===== src/rtl/ptq_pkg.sv =====
// Shared types, codes and sizing for the parcel tracking queue.
// No dependencies; taken in by the core, the queue RAM user and the checker.
`default_nettype none

package ptq_pkg;

	localparam int QUEUE_DEPTH = 16;
	localparam int PTR_W       = $clog2(QUEUE_DEPTH);
	localparam int CNT_W       = $clog2(QUEUE_DEPTH + 1);

	localparam logic [PTR_W-1:0] LAST_SLOT  = PTR_W'(QUEUE_DEPTH - 1);
	localparam logic [PTR_W:0]   DEPTH_WIDE = (PTR_W + 1)'(QUEUE_DEPTH);
	localparam logic [CNT_W-1:0] FULL_CNT   = CNT_W'(QUEUE_DEPTH);

	// event codes
	localparam logic [2:0] REQ_ENTRY  = 3'd0;
	localparam logic [2:0] REQ_GATE   = 3'd1;
	localparam logic [2:0] REQ_DONE   = 3'd2;
	localparam logic [2:0] REQ_ARRIVE = 3'd3;
	localparam logic [2:0] REQ_SCAN   = 3'd4;

	// status codes
	localparam logic [2:0] ST_OK        = 3'd0;
	localparam logic [2:0] ST_FULL      = 3'd1;
	localparam logic [2:0] ST_GATE_EMPTY = 3'd2;
	localparam logic [2:0] ST_DEFAULTED = 3'd3;
	localparam logic [2:0] ST_ARR_EMPTY = 3'd4;
	localparam logic [2:0] ST_MIS_SORT  = 3'd5;
	localparam logic [2:0] ST_MALFORMED = 3'd6;
	localparam logic [2:0] ST_UNKNOWN   = 3'd7;

	typedef struct packed {
		logic [15:0] id;
		logic [3:0]  dest;
		logic        known;
	} ptq_entry_t;

	localparam int ENTRY_W = $bits(ptq_entry_t);

	typedef struct packed {
		logic        conveyor_running;
		logic        sorter_cmd_valid;
		logic [3:0]  sorter_target;
		logic        scan_request_valid;
		logic [15:0] scan_request_id;
		logic [2:0]  status;
		logic [15:0] status_parcel_id;
		logic [3:0]  expected_chute;
	} ptq_result_t;

	function automatic logic [PTR_W-1:0] wrap_next(input logic [PTR_W-1:0] p);
		return (p == LAST_SLOT) ? '0 : p + 1'b1;
	endfunction

endpackage

`default_nettype wire


===== src/rtl/ptq_ram.sv =====
// Generic single write, single read RAM with registered read data.
// No dependencies.
`default_nettype none

module ptq_ram #(
	parameter int WIDTH = 8,
	parameter int DEPTH = 16
) (
	input  wire logic                     clk,
	input  wire logic                     we,
	input  wire logic [$clog2(DEPTH)-1:0] waddr,
	input  wire logic [WIDTH-1:0]         wdata,
	input  wire logic [$clog2(DEPTH)-1:0] raddr,
	output      logic [WIDTH-1:0]         rdata
);

	logic [WIDTH-1:0] mem_q [DEPTH];
	logic [WIDTH-1:0] rdata_q;

	always_ff @(posedge clk) begin
		if (we) begin
			mem_q[waddr] <= wdata;
		end
		rdata_q <= mem_q[raddr];
	end

	assign rdata = rdata_q;

endmodule

`default_nettype wire


===== src/rtl/parcel_tracking_queue_core.sv =====
// Parcel tracking queue: FIFO of parcel entries with event sequencer.
// Depends on ptq_pkg and ptq_ram.
`default_nettype none

// One event is taken at a time. Entry, gate, sorter-done and arrival events
// pass through the read, check and finish states before the next event can
// be accepted, with the result registered at the output. A scan response
// walks the queue from the rear through the single read port of the entry
// RAM, comparing one stored id per cycle until it finds the id or reaches the
// front. A finished result waits in the output register, so a new event can
// be taken while the previous result is still stalled.
module parcel_tracking_queue_core (
	input  wire logic        clk,
	input  wire logic        arst_n,
	input  wire logic        evt_valid,
	output      logic        evt_stall,
	input  wire logic [2:0]  req_type,
	input  wire logic [1:0]  chute_index,
	input  wire logic        scan_ok,
	input  wire logic [15:0] scan_parcel_id,
	input  wire logic [3:0]  scan_destination,
	output      logic        res_valid,
	input  wire logic        res_stall,
	output      logic        conveyor_running,
	output      logic        sorter_cmd_valid,
	output      logic [3:0]  sorter_target,
	output      logic        scan_request_valid,
	output      logic [15:0] scan_request_id,
	output      logic [2:0]  status,
	output      logic [15:0] status_parcel_id,
	output      logic [3:0]  expected_chute
);

	import ptq_pkg::*;

	localparam logic [1:0] S_IDLE = 2'd0;
	localparam logic [1:0] S_RD   = 2'd1;
	localparam logic [1:0] S_CHK  = 2'd2;
	localparam logic [1:0] S_FIN  = 2'd3;

	logic [1:0]       state_q;
	logic [2:0]       req_q;
	logic [1:0]       chute_q;
	logic             ok_q;
	logic [15:0]      sid_q;
	logic [3:0]       sdest_q;
	logic [PTR_W-1:0] cur_q;
	logic [PTR_W-1:0] head_q;
	logic [PTR_W-1:0] tail_q;
	logic [CNT_W-1:0] count_q;
	logic [15:0]      next_id_q;
	logic             belt_q;
	ptq_result_t      res_q;
	ptq_result_t      out_q;
	logic             out_valid_q;

	logic [PTR_W-1:0] slot_cur;
	logic [PTR_W-1:0] slot_nxt;
	logic [PTR_W-1:0] rd_addr;
	logic [ENTRY_W-1:0] rd_word;
	ptq_entry_t       rd_data;
	ptq_entry_t       wr_data;
	logic [PTR_W-1:0] wr_addr;
	logic             wr_en;
	logic             ram_we;
	logic             done_chk;
	logic             out_free;
	ptq_result_t      res_d;
	logic [PTR_W-1:0] head_d;
	logic [PTR_W-1:0] tail_d;
	logic [CNT_W-1:0] count_d;
	logic [15:0]      next_id_d;
	logic             belt_d;
	logic [3:0]       exp_dest;
	logic [CNT_W-1:0] count_less;

	// offset from the front of the queue to a RAM slot
	function automatic logic [PTR_W-1:0] slot_of(input logic [PTR_W-1:0] base,
			input logic [PTR_W-1:0] off);
		logic [PTR_W:0] sum;
		sum = {1'b0, base} + {1'b0, off};
		if (sum >= DEPTH_WIDE) begin
			sum = sum - DEPTH_WIDE;
		end
		return sum[PTR_W-1:0];
	endfunction

	assign slot_cur = slot_of(head_q, cur_q);
	assign slot_nxt = slot_of(head_q, cur_q - 1'b1);
	// during the walk, fetch the next entry nearer the front while checking this one
	assign rd_addr  = (state_q == S_CHK) ? slot_nxt : slot_cur;
	assign rd_data  = ptq_entry_t'(rd_word);
	assign ram_we   = (state_q == S_CHK) && wr_en;
	assign out_free = !out_valid_q || !res_stall;
	assign count_less = count_q - 1'b1;

	ptq_ram #(
		.WIDTH(ENTRY_W),
		.DEPTH(QUEUE_DEPTH)
	) u_ram (
		.clk  (clk),
		.we   (ram_we),
		.waddr(wr_addr),
		.wdata(wr_data),
		.raddr(rd_addr),
		.rdata(rd_word)
	);

	always_comb begin
		res_d     = '0;
		done_chk  = 1'b1;
		wr_en     = 1'b0;
		wr_addr   = tail_q;
		wr_data   = '0;
		head_d    = head_q;
		tail_d    = tail_q;
		count_d   = count_q;
		next_id_d = next_id_q;
		belt_d    = belt_q;
		exp_dest  = rd_data.known ? rd_data.dest : 4'd0;
		unique case (req_q)
			REQ_ENTRY: begin
				if (count_q == FULL_CNT) begin
					res_d.status = ST_FULL;
				end else begin
					wr_en                    = 1'b1;
					wr_data.id               = next_id_q;
					tail_d                   = wrap_next(tail_q);
					count_d                  = count_q + 1'b1;
					res_d.scan_request_valid = 1'b1;
					res_d.scan_request_id    = next_id_q;
					res_d.status_parcel_id   = next_id_q;
					next_id_d                = next_id_q + 16'd1;
				end
			end
			REQ_GATE: begin
				if (count_q == '0) begin
					res_d.status = ST_GATE_EMPTY;
				end else begin
					belt_d                 = 1'b0;
					res_d.sorter_cmd_valid = 1'b1;
					res_d.status_parcel_id = rd_data.id;
					if (rd_data.known) begin
						res_d.sorter_target = rd_data.dest;
					end else begin
						res_d.status = ST_DEFAULTED;
					end
				end
			end
			REQ_DONE: begin
				belt_d = 1'b1;
			end
			REQ_ARRIVE: begin
				// chute three does not exist: drop the event
				if (chute_q != 2'd3) begin
					if (count_q == '0) begin
						res_d.status = ST_ARR_EMPTY;
					end else begin
						res_d.expected_chute   = exp_dest;
						res_d.status_parcel_id = rd_data.id;
						if (exp_dest != {2'b00, chute_q}) begin
							res_d.status = ST_MIS_SORT;
						end
						head_d  = wrap_next(head_q);
						count_d = count_less;
					end
				end
			end
			REQ_SCAN: begin
				res_d.status_parcel_id = sid_q;
				if (!ok_q) begin
					res_d.status = ST_MALFORMED;
				end else if (count_q == '0) begin
					res_d.status = ST_UNKNOWN;
				end else if (rd_data.id == sid_q) begin
					wr_en         = 1'b1;
					wr_addr       = slot_cur;
					wr_data.id    = rd_data.id;
					wr_data.dest  = sdest_q;
					wr_data.known = 1'b1;
				end else if (cur_q == '0) begin
					res_d.status = ST_UNKNOWN;
				end else begin
					done_chk = 1'b0;
				end
			end
			default: begin
			end
		endcase
		res_d.conveyor_running = belt_d;
	end

	always_ff @(posedge clk or negedge arst_n) begin
		if (!arst_n) begin
			state_q   <= S_IDLE;
			cur_q     <= '0;
			head_q    <= '0;
			tail_q    <= '0;
			count_q   <= '0;
			next_id_q <= 16'd1;
			belt_q    <= 1'b1;
		end else begin
			unique case (state_q)
				S_IDLE: begin
					if (evt_valid) begin
						// scans start at the rear, all others read the front
						if (req_type == REQ_SCAN && count_q != '0) begin
							cur_q <= count_less[PTR_W-1:0];
						end else begin
							cur_q <= '0;
						end
						state_q <= S_RD;
					end
				end
				S_RD: begin
					state_q <= S_CHK;
				end
				S_CHK: begin
					if (done_chk) begin
						head_q    <= head_d;
						tail_q    <= tail_d;
						count_q   <= count_d;
						next_id_q <= next_id_d;
						belt_q    <= belt_d;
						state_q   <= S_FIN;
					end else begin
						cur_q <= cur_q - 1'b1;
					end
				end
				S_FIN: begin
					if (out_free) begin
						state_q <= S_IDLE;
					end
				end
				default: begin
					state_q <= S_IDLE;
				end
			endcase
		end
	end

	always_ff @(posedge clk or negedge arst_n) begin
		if (!arst_n) begin
			out_valid_q <= 1'b0;
		end else if (state_q == S_FIN && out_free) begin
			out_valid_q <= 1'b1;
		end else if (!res_stall) begin
			out_valid_q <= 1'b0;
		end
	end

	always_ff @(posedge clk) begin
		if (state_q == S_IDLE && evt_valid) begin
			req_q   <= req_type;
			chute_q <= chute_index;
			ok_q    <= scan_ok;
			sid_q   <= scan_parcel_id;
			sdest_q <= scan_destination;
		end
		if (state_q == S_CHK && done_chk) begin
			res_q <= res_d;
		end
		if (state_q == S_FIN && out_free) begin
			out_q <= res_q;
		end
	end

	assign evt_stall          = (state_q != S_IDLE);
	assign res_valid          = out_valid_q;
	assign conveyor_running   = out_q.conveyor_running;
	assign sorter_cmd_valid   = out_q.sorter_cmd_valid;
	assign sorter_target      = out_q.sorter_target;
	assign scan_request_valid = out_q.scan_request_valid;
	assign scan_request_id    = out_q.scan_request_id;
	assign status             = out_q.status;
	assign status_parcel_id   = out_q.status_parcel_id;
	assign expected_chute     = out_q.expected_chute;

endmodule

`default_nettype wire


===== config.mk =====
export PLATFORM = sky130hd
export DESIGN_NAME = parcel_tracking_queue_core
export DESIGN_NICKNAME = d
export VERILOG_FILES = /design/src/rtl/ptq_pkg.sv /design/src/rtl/ptq_ram.sv /design/src/rtl/parcel_tracking_queue_core.sv
export SDC_FILE = /design/constraint.sdc
export NUM_CORES = 1
export LEC_CHECK = 0
export BUFFER_PORTS_ARGS = -buffer_cell sky130_fd_sc_hd__buf_2
export CAP_MARGIN = 10
export CELL_PAD_IN_SITES_DETAIL_PLACEMENT = 1
export CELL_PAD_IN_SITES_GLOBAL_PLACEMENT = 1
export CORE_MARGIN = 3
export CORE_UTILIZATION = 54
export CTS_CLUSTER_DIAMETER = 40
export CTS_CLUSTER_SIZE = 12
export DETAILED_ROUTE_END_ITERATION = 12
export GPL_ROUTABILITY_DRIVEN = 0
export PLACE_DENSITY = 0.82
export SLEW_MARGIN = 10
export SYNTH_ARGS = -nofsm -noshare
export SYNTH_HDL_FRONTEND = slang
export SYNTH_SLANG_ARGS = --single-unit

===== constraint.sdc =====
create_clock -name clk -period 6 [get_ports clk]
set_input_delay 0.9 -clock clk [delete_from_list [all_inputs] [get_ports clk]]
set_output_delay 0.9 -clock clk [all_outputs]
set_load 0.05 [all_outputs]

=== Word-level counts from Yosys, hierarchy flattened ===
Memory sizes are Yosys's and may differ from the RTL's. A register that Yosys moved wholly into a read port is not among the register bits.
Index checks and enable logic that the tools add are counted.

* Register bits after elaboration: 155
* Latch bits: 0
* Bits in writable memories: 336
* ROM bits: 0
* Output and inout port bits: 48
* Logic and storage cells: 154
* Memories kept: 1

* Add/sub/neg operators: 10
* $mul: 0
* Div/mod/pow operators: 0
* Order comparisons: 2
* Equality and inequality tests: 22
* Shift operators: 0
* Multiplexer cells: 59
* Bitwise gates (word level): 6
* Reduce and logical (&&, ||, !) cells: 25

{| class="wikitable"
|+ Memories
! name !! depth !! bits a word !! read ports !! clocked after memory_dff !! wr ports !! line !! source
|-
| u_ram.mem_q || 16 || 21 || 1 || 1 || 1 || ptq_ram.sv:17 || <nowiki>logic [WIDTH-1:0] mem_q [DEPTH];</nowiki>
|}

{| class="wikitable"
|+ Operators with widths
! operator !! count
|-
| case mux 19 bit (4 select lines) || 1
|-
| 2-to-1 mux 21 bit || 3
|-
| 2-to-1 mux 4 bit || 13
|-
| 2-to-1 mux 16 bit || 2
|-
| case mux 16 bit (2 select lines) || 1
|-
| 2-to-1 mux 5 bit || 5
|-
| 2-to-1 mux 23 bit || 1
|-
| 2-to-1 mux 20 bit || 1
|-
| 2-to-1 mux 3 bit || 6
|-
| 2-to-1 mux 17 bit || 1
|-
| adder 16 x 1 -> 16 bit, second input constant || 1
|-
| == test 16 bit || 1
|-
| inequality test 2 bit, second input constant || 8
|-
| 2-to-1 mux 1 bit || 15
|-
| subtractor 4 x 1 -> 4 bit, second input constant || 3
|-
| adder 4 x 4 -> 5 bit || 2
|-
| greater-or-equal comparator 5 bit, second input constant || 2
|-
| 2-to-1 mux 2 bit || 5
|-
| case mux 5 bit (2 select lines) || 1
|-
| adder 4 x 1 -> 4 bit, second input constant || 2
|-
| == test 4 bit, second input constant || 2
|-
| case mux 2 bit (4 select lines) || 1
|-
| case mux 4 bit (2 select lines) || 1
|-
| == test 3 x 2 -> 1 bit, second input constant || 2
|-
| 27 further kinds || 44
|}

=== Longest topological paths before layout ===
* Depth after elaboration: 8
* Depth in mapped cells: 11
* Mapped depth without buffers: 10

=== By module ===
Synthesis repeated with hierarchy kept, for this count alone.

* Cells, all modules: 1,063
* Area total of the unflattened synthesis: 20,215.6 µm²

{| class="wikitable"
|+ By module, submodules not included
! module !! instances !! cells an instance !! area an instance (µm²) !! seq. area each (µm²)
|-
| ptq_ram || 1 || 557 || 13,277.7 || 10,510.1
|-
| parcel_tracking_queue_core || 1 || 506 || 6,937.9 || 4,471.8
|}

=== Worst setup path before layout ===
No wires, ideal clock.

* Path type: input to register
* Start point: input res_stall
* End point: register out_q (netlist bit conveyor_running), enable pin
* Library setup time: 0.520 ns
* Arrival: 4.280 ns
* Setup slack: 1.201 ns
* Cell stages on the path: 1
* Path buffers: 0
* Cell sequence: a21boi_0

* Longest elaborated chain between the ends: 3

{| class="wikitable"
|+ Ends and longest elaborated chain
! element !! line !! source
|-
| from (decl) || parcel_tracking_queue_core.sv:23 || <nowiki>input wire logic res_stall,</nowiki>
|-
| zero test 1 bit || -- ||
|-
| logical OR 1 bit || parcel_tracking_queue_core.sv:94 || <nowiki>assign out_free = !out_valid_q || !res_stall;</nowiki>
|-
| logical AND 1 bit || parcel_tracking_queue_core.sv:263 || <nowiki>if (state_q == S_FIN && out_free) begin</nowiki>
|-
| to (signal assigned) || parcel_tracking_queue_core.sv:264 || <nowiki>out_q <= res_q;</nowiki>
|-
| to (decl) || parcel_tracking_queue_core.sv:54 || <nowiki>ptq_result_t out_q;</nowiki>
|}

No other way between the ends.
A chain may end at the register's enable or synchronous reset.

=== Final worst setup path ===
* Start point: register req_q[1]
* End point: memory u_ram.mem_q[9][20] (netlist bit), enable pin

* Longest elaborated chain between the ends: 5

{| class="wikitable"
|+ Ends and longest elaborated chain
! element !! line !! source
|-
| from (decl) || parcel_tracking_queue_core.sv:42 || <nowiki>logic [2:0] req_q;</nowiki>
|-
| from (signal assigned) || parcel_tracking_queue_core.sv:254 || <nowiki>req_q <= req_type;</nowiki>
|-
| == test 3 bit / zero test 3 bit (equally long branches) || parcel_tracking_queue_core.sv:121 || <nowiki>unique case (req_q)</nowiki>
|-
| case mux 1 bit (2 select lines) || parcel_tracking_queue_core.sv:121 ||
|-
| logical AND 1 bit || parcel_tracking_queue_core.sv:93 || <nowiki>assign ram_we = (state_q == S_CHK) && wr_en;</nowiki>
|-
| 2-to-1 mux 1 bit || ptq_ram.sv:21 || <nowiki>if (we) begin</nowiki>
|-
| 2-to-1 mux 1 bit (implied by the code) || ptq_ram.sv:22 || <nowiki>mem_q[waddr] <= wdata;</nowiki>
|-
| to (decl) || ptq_ram.sv:17 ||
|}

Several ways; a longest one is shown, not always the timed one.

==> flow_summary.toml <==
[worst_setup_path]
criticalPathCategory = "reg2reg"
start_kind = "flip-flop"
crit_fanout = 37
cp.required_ps = 6220
arrival_ps = 4840
worstSetupEndpointType = "flip-flop"

[cts]
clk_pin_slew_ps = 60
ctsHtreeMaxLevel = 2
hold_buffers = 0
cts_made_buffers = 61
cts_num_sinks = 512
clockBufferDepth = 3
cts_tree = "yes"
clockRootBuffer = "clkbuf_16"
cts_resized = 0
post-cts-setup-buffers = 0
clkLatencyLatePin_ps = 630

[placement]
hpwl_um = 29310
io_buffers = 77

[synthesis]
synthTopCellsByArea = "edfxtp_1, mux4_2, dfrtp_1"
syn_area_um2 = 19830
yosysTopAreaCell = "edfxtp_1"
synthFlopType = "edfxtp_1"
seq_area_frac_synth_pct = 75.56
ys_ff_latch = 512
synth_nets = 1020
synth_top_area_share_pct = 68.76
ys_async_sr_fraction_pct = 7.227
ys_types = 61
synth_edf_count = 454
syn_inst = 971
synth_warnings = 0
avgSynthCellArea_um2 = 20.42

[timing]
period_share_pct = 76.99
finalHoldViolations = 0
finalMaxSlewViolations = 0
fin_crit_ps = 4619
whs_ps = 417.2
setup_tns_ps = 0
fin_worst_skew_ps = 32.08
tightest_slew_ps = 1229
rsz0062_at_grt = "false"
slew_headroom_pct = 18.07
max_freq_ghz = 0.2165
finalSetupViolations = 0

[drt]
vias = 9916
drt-pass1-iter-count = 5
drt_iter0_drc = 867
ant_nets = 0
via_per_inst = 6.167
remaining_drc_errors = 0
wirelength_um = 46430
wl_per_cell_um = 28.87

[global_route]
gr-total-overflow = 0
grt_pass1_vias = 10710
grt_max_degree = 85
grt_pass1_wl_um = 70190
antenna_found_initial = 1
grtUsageTotal_pct = 24.52

[final_layout]
drive_gt1_share_pct = 29.64
multi_input_area_um2 = 4782
final_cell_mix = "edfxtp_1, mux4_2, buf_2, clkbuf_16, dfrtp_1"
syn_to_final_growth_pct = 16.76
fillers = 2900
final_common_cell = "edfxtp_1"
register_area_um2 = 14980
layout.nets = 1151
antenna-diode-count = 0

[die]
core_um2 = 35910
start_util_pct = 55.20
die-area_um2 = 39050
pin_count = 78
die_w_um = 197.6
die_h_um = 197.6
rows = 69

[pwr]
power_density_nw_per_um2 = 540.6
leakage_nw = 7.372
max-vdd-ir-drop_uv = 711.0
power.total_mw = 12.51

[worst_hold_path]
hold_path_class = "reg2reg"

[outcome]
status = "complete, no violations"

[run]
drv_cap = 0
## sequential cells by signal (all words and copies together) (netlist names), 2 cells and up
name and cells:
u_ram.mem_q 336, res_q 46, u_ram.rdata 21, next_id_q 16
scan_request_id 16, sid_q 16, status_parcel_id 16, count_q 5
cur_q 4, expected_chute 4, head_q 4, sdest_q 4
sorter_target 4, tail_q 4, req_q 3, status 3
chute_q 2, state_q 2
## power breakdown
part           switching, mW  internal, mW  leakage (nW)
Clock                   1.44          2.38          1.02
Sequential             0.252          4.35          4.28
Combinational           2.43          1.65          2.08
Total                   4.13          8.38          7.37
## cell families (layout without fill, tap and decap cells)
logic type / count (synthesis) / count (layout) / synth area share, %
AOI/OAI and AO/OA: 78 / 78 / 2.998
xor gates and xnor gates: 49 / 49 / 2.165
adders and majority gates: 19 / 19 / 1.275
buffers and inverters: 52 / 228 / 1.123
DFF: 512 / 512 / 75.56
muxes: 118 / 118 / 12.67
and+or+nand+nor: 143 / 143 / 4.203
## worst max-delay path, cell delays in order, from the launching register on
cell	delay (ps)
edfxtp_1	550
nor3b_4	800
nand3_1	380
nor2b_4	390
buf_4	440
a32oi_1	510
and4b_1	1140
## layer usage
metal | global-route usage [%] | routed length [um] | vias to the layer above
met5 | 0 | 0 | -
met4 | 6.527 | 915 | 0
met3 | 3.872 | 3069 | 59
met2 | 39.67 | 22920 | 401
met1 | 35.72 | 19520 | 5212
li1 | - | - | 4244
## cell usage after synthesis (4+ instances only)
library cell    n
inv_1          16
mux4_2        105
nor2_1         17
nor4b_1         7
nand3_1        12
a221o_1        16
nand4_1        13
a21oi_1        12
buf_2          13
nand2_1        24
o22ai_1         4
xor2_1         15
clkbuf_1       18
nor3_1         11
and2_1         24
o21ai_0        10
nor4_1          9
a21o_1         19
xnor2_1        34
ha_1           17
and3_1          8
dfxtp_1        21
mux2_2          8
edfxtp_1      454
dfrtp_1        35
## final cells by class
cell class                 count  area share, %
clock buffer                  68          6.708
timing repair buffer         103          2.724
multi-input combinational    407          20.66
clock inverter                40          2.421
inverter                      17         0.2757
sequential                   512          64.72
tap                          461          2.492
## worst paths after layout
kind / from / endpoint / slack, ps / cells after the start
hold reg to reg: res_q[15] / status_parcel_id[11] / 420 / 0
min in group asynchronous: arst_n / cur_q[2] / 440 / 1
max in group asynchronous: arst_n / tail_q[0] / 4950 / 1
setup reg to reg: req_q[1] / u_ram.mem_q[9][20] / 1380 / 6
setup / recovery: req_q[1] / u_ram.mem_q[9][20] / 1380 / 6
hold / removal: res_q[15] / status_parcel_id[11] / 420 / 0
## metrics by stage
| step | std cells | cell area [um2] | utilization (%) | setup slack [ps] |
|---|---|---|---|---|
| after floorplan | 971 | 19830 | - | 1201 |
| after global placement | 1498 | 20990 | 58.45 | 1722 |
| after detailed placement | 1498 | 20990 | 58.45 | 1470 |
| after CTS | 1606 | 23100 | 64.33 | 1363 |
| after global routing | 1608 | 23150 | 64.45 | 1140 |
| final | 1608 | 23150 | 64.45 | 1381 |
Note: power is estimated with default switching activity, not from simulation.
